[src/rtl/mfcd_pkg.sv]
// Shared types, codes and the CRC-8 byte update for the deframer.
// No dependencies; imported by every module of the block.
`default_nettype none

package mfcd_pkg;

  localparam int unsigned BYTE_W   = 8;
  localparam int unsigned POS_W    = 3;
  localparam int unsigned STATUS_W = 3;
  localparam int unsigned SEQ_W    = 16;
  localparam int unsigned CFG_AW   = 3;
  localparam int unsigned OUT_TDATA_W = 40;

  // CRC-8, polynomial x^8 + x^2 + x + 1, MSB first
  localparam logic [BYTE_W-1:0] CRC_POLY = 8'h07;

  // Byte positions in a frame
  localparam logic [POS_W-1:0] POS_HUNT    = 3'd0;
  localparam logic [POS_W-1:0] POS_SYNC2   = 3'd1;
  localparam logic [POS_W-1:0] POS_VERSION = 3'd2;
  localparam logic [POS_W-1:0] POS_KIND    = 3'd3;
  localparam logic [POS_W-1:0] POS_SEQ_HI  = 3'd4;
  localparam logic [POS_W-1:0] POS_SEQ_LO  = 3'd5;
  localparam logic [POS_W-1:0] POS_CMD     = 3'd6;
  localparam logic [POS_W-1:0] POS_LAST    = 3'd7;

  // Frame status codes
  localparam logic [STATUS_W-1:0] ST_OK          = 3'd0;
  localparam logic [STATUS_W-1:0] ST_BAD_VERSION = 3'd1;
  localparam logic [STATUS_W-1:0] ST_BAD_CRC     = 3'd2;
  localparam logic [STATUS_W-1:0] ST_BAD_TYPE    = 3'd3;
  localparam logic [STATUS_W-1:0] ST_BAD_CMD     = 3'd4;

  // Configuration register indexes
  localparam logic [CFG_AW-1:0] REG_SYNC_FIRST   = 3'd0;
  localparam logic [CFG_AW-1:0] REG_SYNC_SECOND  = 3'd1;
  localparam logic [CFG_AW-1:0] REG_VERSION      = 3'd2;
  localparam logic [CFG_AW-1:0] REG_TYPE_CMD     = 3'd3;
  localparam logic [CFG_AW-1:0] REG_TYPE_ACK     = 3'd4;
  localparam logic [CFG_AW-1:0] REG_CMD_ACTIVATE = 3'd5;
  localparam logic [CFG_AW-1:0] REG_CMD_SOS      = 3'd6;
  localparam logic [CFG_AW-1:0] REG_CMD_SAFE     = 3'd7;

  typedef struct packed {
    logic [BYTE_W-1:0] sync_first;
    logic [BYTE_W-1:0] sync_second;
    logic [BYTE_W-1:0] proto_version;
    logic [BYTE_W-1:0] type_code_command;
    logic [BYTE_W-1:0] type_code_ack;
    logic [BYTE_W-1:0] cmd_code_activate;
    logic [BYTE_W-1:0] cmd_code_sos;
    logic [BYTE_W-1:0] cmd_code_safe_zone;
  } cfg_t;

  // Collector to result stage: frame contents plus the closing strobe
  typedef struct packed {
    logic              done;       // last byte taken this cycle
    logic [BYTE_W-1:0] version;
    logic [BYTE_W-1:0] kind;
    logic [BYTE_W-1:0] seq_hi;
    logic [BYTE_W-1:0] seq_lo;
    logic [BYTE_W-1:0] cmd;
    logic [BYTE_W-1:0] crc;        // CRC over version..cmd
    logic [BYTE_W-1:0] crc_rx;     // received CRC byte
  } frm_t;

  function automatic logic [BYTE_W-1:0] crc8_byte(input logic [BYTE_W-1:0] crc_in,
                                                  input logic [BYTE_W-1:0] data);
    logic [BYTE_W-1:0] c;
    c = crc_in ^ data;
    for (int k = 0; k < BYTE_W; k++) begin
      if (c[BYTE_W-1]) begin
        c = {c[BYTE_W-2:0], 1'b0} ^ CRC_POLY;
      end else begin
        c = {c[BYTE_W-2:0], 1'b0};
      end
    end
    return c;
  endfunction

endpackage

`default_nettype wire

[src/rtl/mfcd_cfg_regs.sv]
// Configuration register file of the deframer (sync bytes, version, codes).
// Depends on mfcd_pkg.
`default_nettype none

module mfcd_cfg_regs
  import mfcd_pkg::*;
(
  input  wire logic              clk,
  input  wire logic              rst_n,
  input  wire logic              cfg_wr_en,
  input  wire logic [CFG_AW-1:0] cfg_addr,
  input  wire logic [BYTE_W-1:0] cfg_wdata,
  output cfg_t                   cfg
);

  cfg_t cfg_r, cfg_nxt;

  // Address decode
  always_comb begin
    cfg_nxt = cfg_r;
    if (cfg_wr_en) begin
      unique case (cfg_addr)
        REG_SYNC_FIRST:   cfg_nxt.sync_first         = cfg_wdata;
        REG_SYNC_SECOND:  cfg_nxt.sync_second        = cfg_wdata;
        REG_VERSION:      cfg_nxt.proto_version      = cfg_wdata;
        REG_TYPE_CMD:     cfg_nxt.type_code_command  = cfg_wdata;
        REG_TYPE_ACK:     cfg_nxt.type_code_ack      = cfg_wdata;
        REG_CMD_ACTIVATE: cfg_nxt.cmd_code_activate  = cfg_wdata;
        REG_CMD_SOS:      cfg_nxt.cmd_code_sos       = cfg_wdata;
        REG_CMD_SAFE:     cfg_nxt.cmd_code_safe_zone = cfg_wdata;
        default:          cfg_nxt = cfg_r;
      endcase
    end
  end

  always_ff @(posedge clk) begin
    if (!rst_n) begin
      cfg_r <= '0;
    end else begin
      cfg_r <= cfg_nxt;
    end
  end

  assign cfg = cfg_r;

endmodule

`default_nettype wire

[src/rtl/mfcd_collector.sv]
// Sync hunt, byte position tracking, header byte capture and running CRC.
// Depends on mfcd_pkg.
`default_nettype none

module mfcd_collector
  import mfcd_pkg::*;
(
  input  wire logic              clk,
  input  wire logic              rst_n,
  input  wire logic              in_valid,
  input  wire logic              in_ready,
  input  wire logic [BYTE_W-1:0] in_byte,
  input  wire cfg_t              cfg,
  output logic                   at_last,   // next byte closes the frame
  output frm_t                   frm
);

  logic [POS_W-1:0]  pos_r, pos_nxt;
  logic [BYTE_W-1:0] crc_r, crc_nxt;
  logic [BYTE_W-1:0] version_r, kind_r, seq_hi_r, seq_lo_r, cmd_r;
  logic              take;

  assign take = in_valid && in_ready;

  // Position state machine; collecting positions step by one
  always_comb begin
    pos_nxt = pos_r;
    if (take) begin
      unique case (pos_r)
        POS_HUNT: begin
          if (in_byte == cfg.sync_first) pos_nxt = POS_SYNC2;
        end
        POS_SYNC2: begin
          // second sync wins; a repeated first sync keeps the hunt at 1
          if (in_byte == cfg.sync_second)     pos_nxt = POS_VERSION;
          else if (in_byte == cfg.sync_first) pos_nxt = POS_SYNC2;
          else                                pos_nxt = POS_HUNT;
        end
        POS_LAST: pos_nxt = POS_HUNT;
        default:  pos_nxt = pos_r + 1'b1;
      endcase
    end
  end

  // Running CRC: restart on the version byte
  always_comb begin
    if (pos_r == POS_VERSION) begin
      crc_nxt = crc8_byte('0, in_byte);
    end else begin
      crc_nxt = crc8_byte(crc_r, in_byte);
    end
  end

  always_ff @(posedge clk) begin
    if (!rst_n) begin
      pos_r <= POS_HUNT;
    end else begin
      pos_r <= pos_nxt;
    end
  end

  // Header bytes and CRC, no reset needed
  always_ff @(posedge clk) begin
    if (take) begin
      case (pos_r)
        POS_VERSION: version_r <= in_byte;
        POS_KIND:    kind_r    <= in_byte;
        POS_SEQ_HI:  seq_hi_r  <= in_byte;
        POS_SEQ_LO:  seq_lo_r  <= in_byte;
        POS_CMD:     cmd_r     <= in_byte;
        default:     ;
      endcase
      if (pos_r >= POS_VERSION && pos_r <= POS_CMD) crc_r <= crc_nxt;
    end
  end

  assign at_last = (pos_r == POS_LAST);

  always_comb begin
    frm.done    = take && at_last;
    frm.version = version_r;
    frm.kind    = kind_r;
    frm.seq_hi  = seq_hi_r;
    frm.seq_lo  = seq_lo_r;
    frm.cmd     = cmd_r;
    frm.crc     = crc_r;
    frm.crc_rx  = in_byte;
  end

endmodule

`default_nettype wire

[src/rtl/mfcd_result.sv]
// Frame checks in priority order and the registered result request.
// Depends on mfcd_pkg.
`default_nettype none

module mfcd_result
  import mfcd_pkg::*;
(
  input  wire logic                   clk,
  input  wire logic                   rst_n,
  input  wire frm_t                   frm,
  input  wire cfg_t                   cfg,
  input  wire logic                   out_tready,
  output logic                        out_tvalid,
  output logic [OUT_TDATA_W-1:0]      out_tdata
);

  localparam int unsigned PAD_W = OUT_TDATA_W - STATUS_W - 2*BYTE_W - SEQ_W;

  logic                valid_r, valid_nxt;
  logic [STATUS_W-1:0] status_nxt, status_r;
  logic [BYTE_W-1:0]   kind_r, cmd_r;
  logic [SEQ_W-1:0]    seq_r;
  logic                kind_ok, cmd_ok;

  // First failing check sets the status
  always_comb begin
    kind_ok = (frm.kind == cfg.type_code_command) || (frm.kind == cfg.type_code_ack);
    cmd_ok  = (frm.cmd == cfg.cmd_code_activate) || (frm.cmd == cfg.cmd_code_sos) ||
              (frm.cmd == cfg.cmd_code_safe_zone);
    if (frm.version != cfg.proto_version) status_nxt = ST_BAD_VERSION;
    else if (frm.crc_rx != frm.crc)       status_nxt = ST_BAD_CRC;
    else if (!kind_ok)                    status_nxt = ST_BAD_TYPE;
    else if (!cmd_ok)                     status_nxt = ST_BAD_CMD;
    else                                  status_nxt = ST_OK;
  end

  // Valid: set on a new frame, dropped once the request is taken
  always_comb begin
    if (frm.done)        valid_nxt = 1'b1;
    else if (out_tready) valid_nxt = 1'b0;
    else                 valid_nxt = valid_r;
  end

  always_ff @(posedge clk) begin
    if (!rst_n) begin
      valid_r <= 1'b0;
    end else begin
      valid_r <= valid_nxt;
    end
  end

  always_ff @(posedge clk) begin
    if (frm.done) begin
      status_r <= status_nxt;
      kind_r   <= frm.kind;
      cmd_r    <= frm.cmd;
      seq_r    <= {frm.seq_hi, frm.seq_lo};
    end
  end

  assign out_tvalid = valid_r;
  assign out_tdata  = {{PAD_W{1'b0}}, seq_r, cmd_r, kind_r, status_r};

endmodule

`default_nettype wire

[src/rtl/magic_framed_crc8_deframer_unit.sv]
// A frame's result is shown in the cycle after its last byte is accepted.
// Throughput: one byte per cycle; in_tready drops only while a frame's last
// byte is due and the previous result is still held by the sink.
// Reset (rst_n low at a clock edge): back to sync hunt, config registers to
// zero, no result pending; frame bytes are not cleared.
`default_nettype none

module magic_framed_crc8_deframer_unit
  import mfcd_pkg::*;
(
  input  wire logic                   clk,
  input  wire logic                   rst_n,
  // input stream
  input  wire logic                   in_tvalid,
  output logic                        in_tready,
  input  wire logic [BYTE_W-1:0]      in_tdata,   // [7:0] rx_byte
  // result stream
  output logic                        out_tvalid,
  input  wire logic                   out_tready,
  // [2:0] frame_status, [10:3] frame_kind, [18:11] command_code,
  // [34:19] sequence_number, [39:35] zero
  output logic [OUT_TDATA_W-1:0]      out_tdata,
  // configuration
  input  wire logic                   cfg_wr_en,
  input  wire logic [CFG_AW-1:0]      cfg_addr,
  input  wire logic [BYTE_W-1:0]      cfg_wdata
);

  cfg_t cfg;
  frm_t frm;
  logic at_last;

  // Stall only a frame-closing byte when the result slot stays full
  assign in_tready = !(at_last && out_tvalid && !out_tready);

  mfcd_cfg_regs u_cfg (
    .clk       (clk),
    .rst_n     (rst_n),
    .cfg_wr_en (cfg_wr_en),
    .cfg_addr  (cfg_addr),
    .cfg_wdata (cfg_wdata),
    .cfg       (cfg)
  );

  mfcd_collector u_col (
    .clk      (clk),
    .rst_n    (rst_n),
    .in_valid (in_tvalid),
    .in_ready (in_tready),
    .in_byte  (in_tdata),
    .cfg      (cfg),
    .at_last  (at_last),
    .frm      (frm)
  );

  mfcd_result u_res (
    .clk        (clk),
    .rst_n      (rst_n),
    .frm        (frm),
    .cfg        (cfg),
    .out_tready (out_tready),
    .out_tvalid (out_tvalid),
    .out_tdata  (out_tdata)
  );

endmodule

`default_nettype wire

[config.mk]
export PLATFORM = sky130hd
export DESIGN_NAME = magic_framed_crc8_deframer_unit
export DESIGN_NICKNAME = d
export VERILOG_FILES = /design/src/rtl/mfcd_pkg.sv /design/src/rtl/mfcd_cfg_regs.sv /design/src/rtl/mfcd_collector.sv /design/src/rtl/mfcd_result.sv /design/src/rtl/magic_framed_crc8_deframer_unit.sv
export SDC_FILE = /design/constraint.sdc
export NUM_CORES = 1
export LEC_CHECK = 0
export BUFFER_PORTS_ARGS = -buffer_cell sky130_fd_sc_hd__buf_2
export CAP_MARGIN = 20
export CORE_MARGIN = 5
export CORE_UTILIZATION = 40
export DETAILED_ROUTE_END_ITERATION = 8
export PLACE_DENSITY_LB_ADDON = 0.2
export SYNTH_ARGS = -nofsm -noshare
export SYNTH_HDL_FRONTEND = slang
export SYNTH_SLANG_ARGS = --single-unit
[constraint.sdc]
create_clock -name clk -period 2.1 [get_ports clk]
set_input_delay 0.42 -clock clk [delete_from_list [all_inputs] [get_ports clk]]
set_output_delay 0.42 -clock clk [all_outputs]
set_load 0.01 [all_outputs]
==> results.md, run 1 <==
- Sequential fraction of design power: 0.478
- Worst hold path class: in -> reg
- Clock share of power: 0.450
- Main synth FF type: edfxtp_1
- TritonCTS clock tree: built
- Synth Cell Area: 6400 µm²
- Largest net degree at the start of global routing: 69
- Dpl hpwl: 10400 µm
- Fin Setup TNS: 0 ns
- Register area share after synthesis: 0.603
- Die Span Y: 136 µm
- Diodes inserted: 0
- Worst hold start: rst_n
- DRC: 0
- Peak Freq: 503 MHz
- Worst rel slew slack: 0.612
- Arrival time worst endpoint: 2.08 ns
- FF+latch count, synth: 151
- Final Skew: 0.00769 ns
- Count of input and output buffers: 60
- Reg2Reg Setup Slack: 0.11 ns
- Vias in the first global route: 4177
- Total GRT Usage: 0.165
- # rows: 46
- Area contributors post-synth: edfxtp_1, dfxtp_1, xnor2_1
- Number of enable flip-flop cells after synthesis: 83
- Peak supply drop: 0.000637 V
- Syn Inst Count: 587
- Layout area overhead: 18.3%
- Yosys cell types: 40
- Fin crit share: 0.947
- Post-synth ARST share: 0
- Core ar.: 15800 µm²
- Global-route wire length before repair: 22900 µm
- Die span in x: 136 µm
- Share of the synthesized area in the top cell type: 0.390
- Maxcap violations: 0
- R2R Path Start: u_col.pos_r[0]$_SDFFE_PN0P_
- Antenna violations before repair: 0
- Worst-Margin Slew: 0.579 ns
- Final GP Congestion: 0.850
- Routed length per instance: 16.8 µm
- Share of layout cells above drive strength 1: 0.175
- CP Launch Point: u_col.pos_r[0]$_SDFFE_PN0P_
- # setup viols final: 0
- Net Sw Frac: 0.230
- Avg Cell Area, Syn: 10.9 µm²
- Combinational power share: 0.072
- Outcome: completed
- Internal power: 0.00514 W
- Clock Tree Buf Depth: 2
- Synth Warn #: 0
- Power density over cell area: 883 nW/µm²
- Top Ports: 66
- Crit Reg-Reg Endpoint: u_col.version_r[7]$_DFFE_PP_
- Top-count cell post-synth: nand2_1
- Die Area: 18600 µm²
- Final Max Tran Viols: 0
- Setup crit start kind: flop
- Min Clock Period, post-route: 1.99 ns
- Psw: 0.00154 W
- Via/cell ratio: 4.94
- Unrepaired setup endpoints after global routing: false
- Initial core utilization: 0.406
- Detailed Route Iter0 Violations: 319
- Hold Vio Cnt, Final: 0
- Num CTS Buffers: 17
- Clk_lat worst skew: 0.43 ns
- Clk root buf: clkbuf_16
- Total Wirelength: 14800 µm
- Worst Setup EP: u_col.version_r[7]$_DFFE_PP_
- Power Total: 0.00668 W
- CTS sink count: 151
- Crit path kind: reg -> reg
- Crit path capture type: flop
- Total number of vias: 4363
- Worst-path clk slew: 0.06 ns
- Worst Reg-to-Reg Cells: 5
- Fin nets: 688
- Hold Crit Depth: 3
- Worst Path Max Fanout: 8
- CP required: 2.19 ns
- Gr ovfl total: 0
- Htree depth: 4
- Detail Route Antenna Nets: 0
- Leak: 2.61 nW
- Leading area contributor after synthesis: edfxtp_1
- 1st-pass router iterations: 5
- Commonest cells post-synth: nand2_1, edfxtp_1, xnor2_1
## repair_timing
| item | in CTS | in global routing |
|---|---|---|
| hold buffers | 0 | 0 |
| setup buffers | 0 | 0 |
| gates resized for setup | 0 | 2 |
| endpoints found under the setup margin | 0 | 16 |
## routing by layer
metal | global-route usage | vias to the layer above | share of wire
li1 | - | 2115 | -
met1 | 0.226 | 2105 | 0.47
met2 | 0.256 | 118 | 0.46
met3 | 0.0352 | 25 | 0.045
met4 | 0.0677 | 0 | 0.020
met5 | 0 | - | 0
## worst min path at each step
stage / endpoint / slack, ns
final: u_col.pos_r[2]$_SDFFE_PN0P_ / 0.25
after global routing: u_res.out_tvalid$_SDFFE_PN0P_ / 0.27
after CTS: u_col.pos_r[2]$_SDFFE_PN0P_ / 0.23
after detailed placement: u_res.seq_r[15]$_DFFE_PP_ / 0.40
after global placement: u_res.seq_r[2]$_DFFE_PP_ / 0.41
after floorplan: u_res.seq_r[0]$_DFFE_PP_ / 0.40
## cells by family after synthesis
logic type               count (synthesis)  synth area share
AND/OR/NAND/NOR                        206             0.139
other                                    1          0.000586
XOR/XNOR                                99             0.141
AO/OA/AOI/OAI                           85            0.0706
flip-flops                             151             0.603
buffers and inverters                   36            0.0282
adder cells (fa/ha/maj)                  9            0.0176
## state kept, by name, indices dropped and copies added (netlist names)
name and flops:
u_col.crc_r 8, u_res.cmd_r 8, u_col.seq_hi_r 8, u_col.kind_r 8, u_res.status_r 3, u_res.out_tvalid 1
u_col.cmd_r 8, u_col.version_r 8, u_cfg.cfg 64, u_col.pos_r 3, u_col.seq_lo_r 8, u_res.seq_r 16
u_res.kind_r 8
## final cells by class
class	instances	area, µm²
clock buffer	18	439
clock inverter	13	149
fill	1479	8210
inverter	4	15.0
multi-input combinational	404	2380
sequential	151	3850
tap	216	270
timing repair buffer	77	453
## power by group through the flow
stage	Combinational [W]	Sequential, W	Clock [W]
after floorplan	0.000352	0.00325	0
after global placement	0.000471	0.00325	0
after detailed placement	0.000480	0.00325	0
after CTS	0.000483	0.00319	0.00307
after global routing	0.000526	0.00319	0.00320
final	0.000480	0.00319	0.00301
## layout by cell type, fill, tap and decap left out, types with 2 or more instances in the layout
cell type and instances:
a211oi_1 2, a21oi_1 69, and2_1 3, and3_1 4, and3_2 2, buf_12 2, buf_2 60, buf_4 15
bufinv_16 2, clkbuf_16 17, clkinv_4 2, clkinvlp_4 5, conb_1 5, dfxtp_1 68, edfxtp_1 83, ha_1 9
inv_1 3, inv_6 2, nand2_1 141, nand2b_1 5, nand3_1 7, nand4_1 13, nor2_1 14, nor2b_1 6
nor3_1 5, nor4_1 4, o21ai_0 5, xnor2_1 71, xnor2_2 2, xor2_1 24
## per-stage QoR
stage	area [µm²]	instances	hold WS [ns]	util	setup WS (ns)
final	7560	883	0.247	0.480	0.111
after global routing	7560	883	0.265	0.480	0.0107
after CTS	7560	883	0.233	0.480	0.0859
after detailed placement	6970	852	0.405	0.442	0.0972
after global placement	6970	852	0.409	0.442	0.124
after floorplan	6420	591	0.400	-	0.0709
## worst max-delay path, cell delays in order, from the launching register on
cell and delay [ns]:
dfxtp_1 0.35, ha_1 0.24, ha_1 0.23, nand3b_1 0.13
and2_1 0.30, and2_1 0.40
No activity file was read; power rests on OpenSTA's default activity.
==> run 2: changes to the inputs <==
Settings changed: RECOVER_POWER set to 100.
==> run 2 against run 1 <==
Net effect: via count rose by 0.37%; sequential power is essentially flat; core utilization shrank 0.84 points; register-to-register slack is essentially flat; critical path depth is the same; sequential cell count unchanged; highest routed layer unchanged.
==> results.md, run 2 (synthesis gave the netlist of run 1 again) <==
- Top Layer Used: met4
- Peak Freq: 500 MHz
- Routed length per instance: 16.7 µm
- Max reg flops: 64
- Core ar.: 15800 µm²
- CP required: 2.19 ns
- Power density over cell area: 895 nW/µm²
- Detail Route Antenna Nets: 0
- Finished Layout Cells: 883
- Hold Vio Cnt, Final: 0
- Final Skew: 0.00922 ns
- TritonCTS clock tree: built
- Worst Reg-to-Reg Cells: 5
- Worst rel slew slack: 0.375
- DP Worst Slack: 0.0972 ns
- Gr ovfl total: 0
- Post-CTS Setup Repair Bufs: 0
- Layout area overhead: 16.2%
- Die span in x: 136 µm
- Hold Crit Depth: 3
- Setup crit start kind: flop
- Most used cells in the layout excluding fill and tap cells: nand2_1, edfxtp_1, xnor2_1
- Die Area: 18600 µm²
- Fin nets: 688
- DR WL met3: 822 µm
- Maxcap violations: 0
- Worst-Margin Slew: 0.930 ns
- Vias in the first global route: 4177
- # rows: 46
- Total Wirelength: 14800 µm
- Dpl hpwl: 10400 µm
- Largest net degree at the start of global routing: 69
- CTS sink count: 151
- Final Max Tran Viols: 0
- Peak supply drop: 0.000635 V
- Via/cell ratio: 4.96
- Crit path capture type: flop
- Final worst slack: 0.0982 ns
- Min Clock Period, post-route: 2.00 ns
- Worst Path Max Fanout: 8
- 1st-pass router iterations: 5
- Unrepaired setup endpoints after global routing: false
- Initial core utilization: 0.406
- Arrival time worst endpoint: 2.09 ns
- Commonest non-fill, non-tap cell in the layout: nand2_1
- Top Ports: 66
- Diodes inserted: 0
- CP cell instances: ha_1, ha_1, nand3b_1, and2_1, and2_1
- Dpl cells: 852
- Detailed Route Iter0 Violations: 303
- Total GRT Usage: 0.165
- DRC: 0
- Worst-path clk slew: 0.06 ns
- Count of input and output buffers: 60
- WL met2: 6780 µm
- Fin Setup TNS: 0 ns
- Worst hold path class: in -> reg
- Slowest stage cell on the critical path: and2_1
- Reg2Reg Setup Slack: 0.1 ns
- Global-route wire length before repair: 22900 µm
- Crit path largest cell delay: 0.41 ns
- Leak: 2.42 nW
- Num CTS Buffers: 17
- Share of layout cells above drive strength 1: 0.0840
- Clk_lat worst skew: 0.43 ns
- Fin crit share: 0.953
- Final GP Congestion: 0.850
- CTS Hold Bufs: 0
- Clk root buf: clkbuf_16
- Die Span Y: 136 µm
- Total number of vias: 4379
- # setup viols final: 0
- Outcome: completed
- M1 wire length: 6890 µm
- Crit path kind: reg -> reg
- Clock Tree Buf Depth: 2
- Htree depth: 4
- Antenna violations before repair: 0
run 2: cell types whose count changed in the layout (fill, tap and decap cells not counted), moves of 2 or more:
cell and delta:
clkbuf_1 +57, buf_2 -47, buf_4 -11, o21ai_0 +2
run 2: worst paths after layout:
| kind | from | to |
|---|---|---|
| max | u_col.pos_r[0]$_SDFFE_PN0P_ | u_col.version_r[7]$_DFFE_PP_ |
| min | rst_n | u_col.pos_r[2]$_SDFFE_PN0P_ |
| max reg2reg | u_col.pos_r[0]$_SDFFE_PN0P_ | u_col.version_r[7]$_DFFE_PP_ |
| min reg2reg | u_col.seq_lo_r[2]$_DFFE_PP_ | u_res.seq_r[2]$_DFFE_PP_ |
run 2: layout make-up:
cell class | instances | area [µm²]
clock buffers | 18 | 439
flip-flops and latches | 151 | 3850
repair buffers | 77 | 342
fillers | 1507 | 8340
multi-input cells | 404 | 2360
inverters | 4 | 15.0
clock inverters | 13 | 149
well taps | 216 | 270
run 2: repair_timing:
item,4_1_cts,5_1_grt
endpoints found under the setup margin,0,16
hold endpoints to repair,0,0
resized for setup,0,2
run 2: per-stage QoR:
stage | power [W] | hold slack (ns) | utilization | area (µm²)
2_1_floorplan | 0.00360 | 0.400 | - | 6420
3_3_place_gp | 0.00372 | 0.409 | 0.442 | 6970
3_5_place_dp | 0.00373 | 0.405 | 0.442 | 6970
4_1_cts | 0.00674 | 0.233 | 0.480 | 7560
5_1_grt | 0.00690 | 0.265 | 0.471 | 7430
6_report | 0.00665 | 0.246 | 0.471 | 7430
run 2: layer usage:
layer	global-route usage	up-vias
met5	0	-
met4	0.0677	0
met1	0.226	2100
li1	-	2118
met2	0.256	139
met3	0.0352	22
run 2: worst max-delay path: cells and delay by family, from the launching register on:
family / cells / cell delay, ns
fa+ha+maj: 2 / 0.47
flops: 1 / 0.35
simple gates: 3 / 0.84
run 2: where the power goes:
group | internal [W] | switching [W] | leakage (nW)
logic | 0.000179 | 0.000280 | 0.845
registers | 0.00316 | 0.0000320 | 1.30
clock network | 0.00179 | 0.00122 | 0.273
==> run 3: changes to the inputs <==
Settings changed: GPL_TIMING_DRIVEN set to 0, SETUP_SLACK_MARGIN set to 0.3.
==> run 3 against run 2 <==
Net effect: via count increased by 0.82%; first-iteration DRC count decreased by 3.0%; design area increased by 2.7%; clock power increased by 9.0%; wire length increased by 0.87%; sequential share of layout area decreased by 1.4 points; critical endpoint is now u_col.crc_r[2]$_DFFE_PP_; largest power group is now the clock network.
==> results.md, run 3 (synthesis gave the netlist of run 1 again) <==
- WHS Endpoint: u_col.pos_r[2]$_SDFFE_PN0P_
- Antenna violations before repair: 0
- Fin crit share: 0.901
- Commonest non-fill, non-tap cell in the layout: nand2_1
- 1st-pass router iterations: 5
- Finished Layout Cells: 898
- Routed length per instance: 16.6 µm
- Peak Freq: 529 MHz
- Unrepaired setup endpoints after global routing: true
- Clk root buf: clkbuf_16
- Power density over cell area: 912 nW/µm²
- Crit path capture type: flop
- Detailed Route Iter0 Violations: 294
- Gr ovfl total: 0
- Initial core utilization: 0.406
- Final Skew: 0.00887 ns
- Hold Crit Depth: 3
- Clock Tree Buf Depth: 2
- Hold Vio Cnt, Final: 0
- Dpl cells: 857
- Top Ports: 66
- Crit path kind: in -> reg
- Worst Path Max Fanout: 9
- DP Worst Slack: -0.149 ns
- Total GRT Usage: 0.166
- Reg2Reg Setup Slack: 0.24 ns
- Vias in the first global route: 4297
- Diodes inserted: 0
- Crit Reg-Reg Endpoint: u_res.cmd_r[1]$_DFFE_PP_
- Peak supply drop: 0.000591 V
- Htree depth: 4
- CTS sink count: 151
- Worst-path clk slew: 0.06 ns
- Dpl hpwl: 10300 µm
- Die Area: 18600 µm²
- Final GP Congestion: 0.851
- Outcome: completed
- Most used cells in the layout excluding fill and tap cells: nand2_1, edfxtp_1, xnor2_1
- Worst hold start: rst_n
- Total number of vias: 4415
- Largest net degree at the start of global routing: 36
- Die span in x: 136 µm
- # setup viols final: 0
- Clk_lat worst skew: 0.41 ns
- Setup crit start kind: input port
- Final worst slack: 0.209 ns
- Fin nets: 703
- Worst hold path class: in -> reg
- Leak: 2.52 nW
- Final Cell Area: 7630 µm²
- Num CTS Buffers: 17
- Layout area overhead: 19.3%
- Multi-input gate area: 2430 µm²
- Core ar.: 15800 µm²
- CP required: 2.26 ns
- Max reg flops: 64
- # rows: 46
- Min Clock Period, post-route: 1.89 ns
- Power Total: 0.00696 W
- Number of fill cells: 1497
- Via/cell ratio: 4.92
- Maxcap violations: 0
- FF/Latch Area: 3850 µm²
- Arrival time worst endpoint: 2.06 ns
- DRC: 0
- TritonCTS clock tree: built
- Area post-placement: 6960 µm²
- Count of input and output buffers: 50
- Final Max Tran Viols: 0
- Global-route wire length before repair: 23100 µm
- Detail Route Antenna Nets: 0
- Share of layout cells above drive strength 1: 0.103
- Worst-Margin Slew: 0.814 ns
- Total Wirelength: 14900 µm
- Worst Reg-to-Reg Cells: 3
- Fin Setup TNS: 0 ns
- Die Span Y: 136 µm
- Worst rel slew slack: 0.457
- R2R Path Start: u_col.pos_r[1]$_SDFFE_PN0P_
[run 3: changes by cell type in the layout (fill, tap and decap cells not counted), moves of 2 or more]
cell,previous run,this run
and3_1,4,2
clkinv_2,1,3
and3_4,0,2
buf_2,13,10
xnor2_1,72,70
bufinv_16,2,5
buf_1,0,8
buf_4,4,13
nor3_1,6,4
xnor2_2,1,3
clkinvlp_4,5,1
[run 3: final cells by class]
type | instances | share of cell area
repair buffers | 60 | 0.0366
inverters | 4 | 0.00197
multi-input cells | 404 | 0.318
clock inverters | 13 | 0.0267
flip-flops and latches | 151 | 0.505
clock buffers | 18 | 0.0562
plain buffers | 32 | 0.0205
well taps | 216 | 0.0354
[run 3: worst max-delay path, stage by stage]
cell,delay (ns)
clkbuf_1,0.55
xnor2_1,0.26
xor2_2,0.26
xnor3_1,0.25
o21ai_0,0.21
xnor2_1,0.09
[run 3: stage by stage]
stage,util,hold slack [ns]
final,0.484,0.274
after global routing,0.484,0.295
after CTS,0.486,0.258
after detailed placement,0.441,0.405
after global placement,0.441,0.403
after floorplan,-,0.400
[run 3: metal layers]
metal,global-route usage,wire length [µm],vias to the layer above,share of wire
met2,0.272,7260,148,0.49
met5,0,0,-,0
met3,0.0411,876,18,0.059
li1,-,-,2155,-
met1,0.217,6560,2094,0.44
met4,0.0504,201,0,0.013
[run 3: worst max path at each step]
stage,start,to,slack (ns),cells past startpoint
after floorplan,u_col.pos_r[0]$_SDFFE_PN0P_,u_col.seq_hi_r[0]$_DFFE_PP_,0.30,6
after global placement,in_tdata[7],u_res.status_r[2]$_SDFFCE_PP0P_,-0.15,8
after detailed placement,in_tdata[7],u_res.status_r[2]$_SDFFCE_PP0P_,-0.15,8
after CTS,u_col.pos_r[1]$_SDFFE_PN0P_,in_tready,0.29,4
after global routing,u_col.pos_r[1]$_SDFFE_PN0P_,u_res.cmd_r[5]$_DFFE_PP_,0.13,3
final,in_tdata[0],u_col.crc_r[2]$_DFFE_PP_,0.21,6
[run 3: what timing repair did]
action	CTS	global route
hold buffers	0	0
gates resized for setup	11	7
pin swaps	5	3
buffers inserted	4	6
setup endpoints to repair	84	78
[run 3: power breakdown]
| group | internal, W | switching (W) |
|---|---|---|
| clock | 0.00210 | 0.00117 |
| sequential | 0.00316 | 0.0000281 |
| combinational | 0.000200 | 0.000297 |
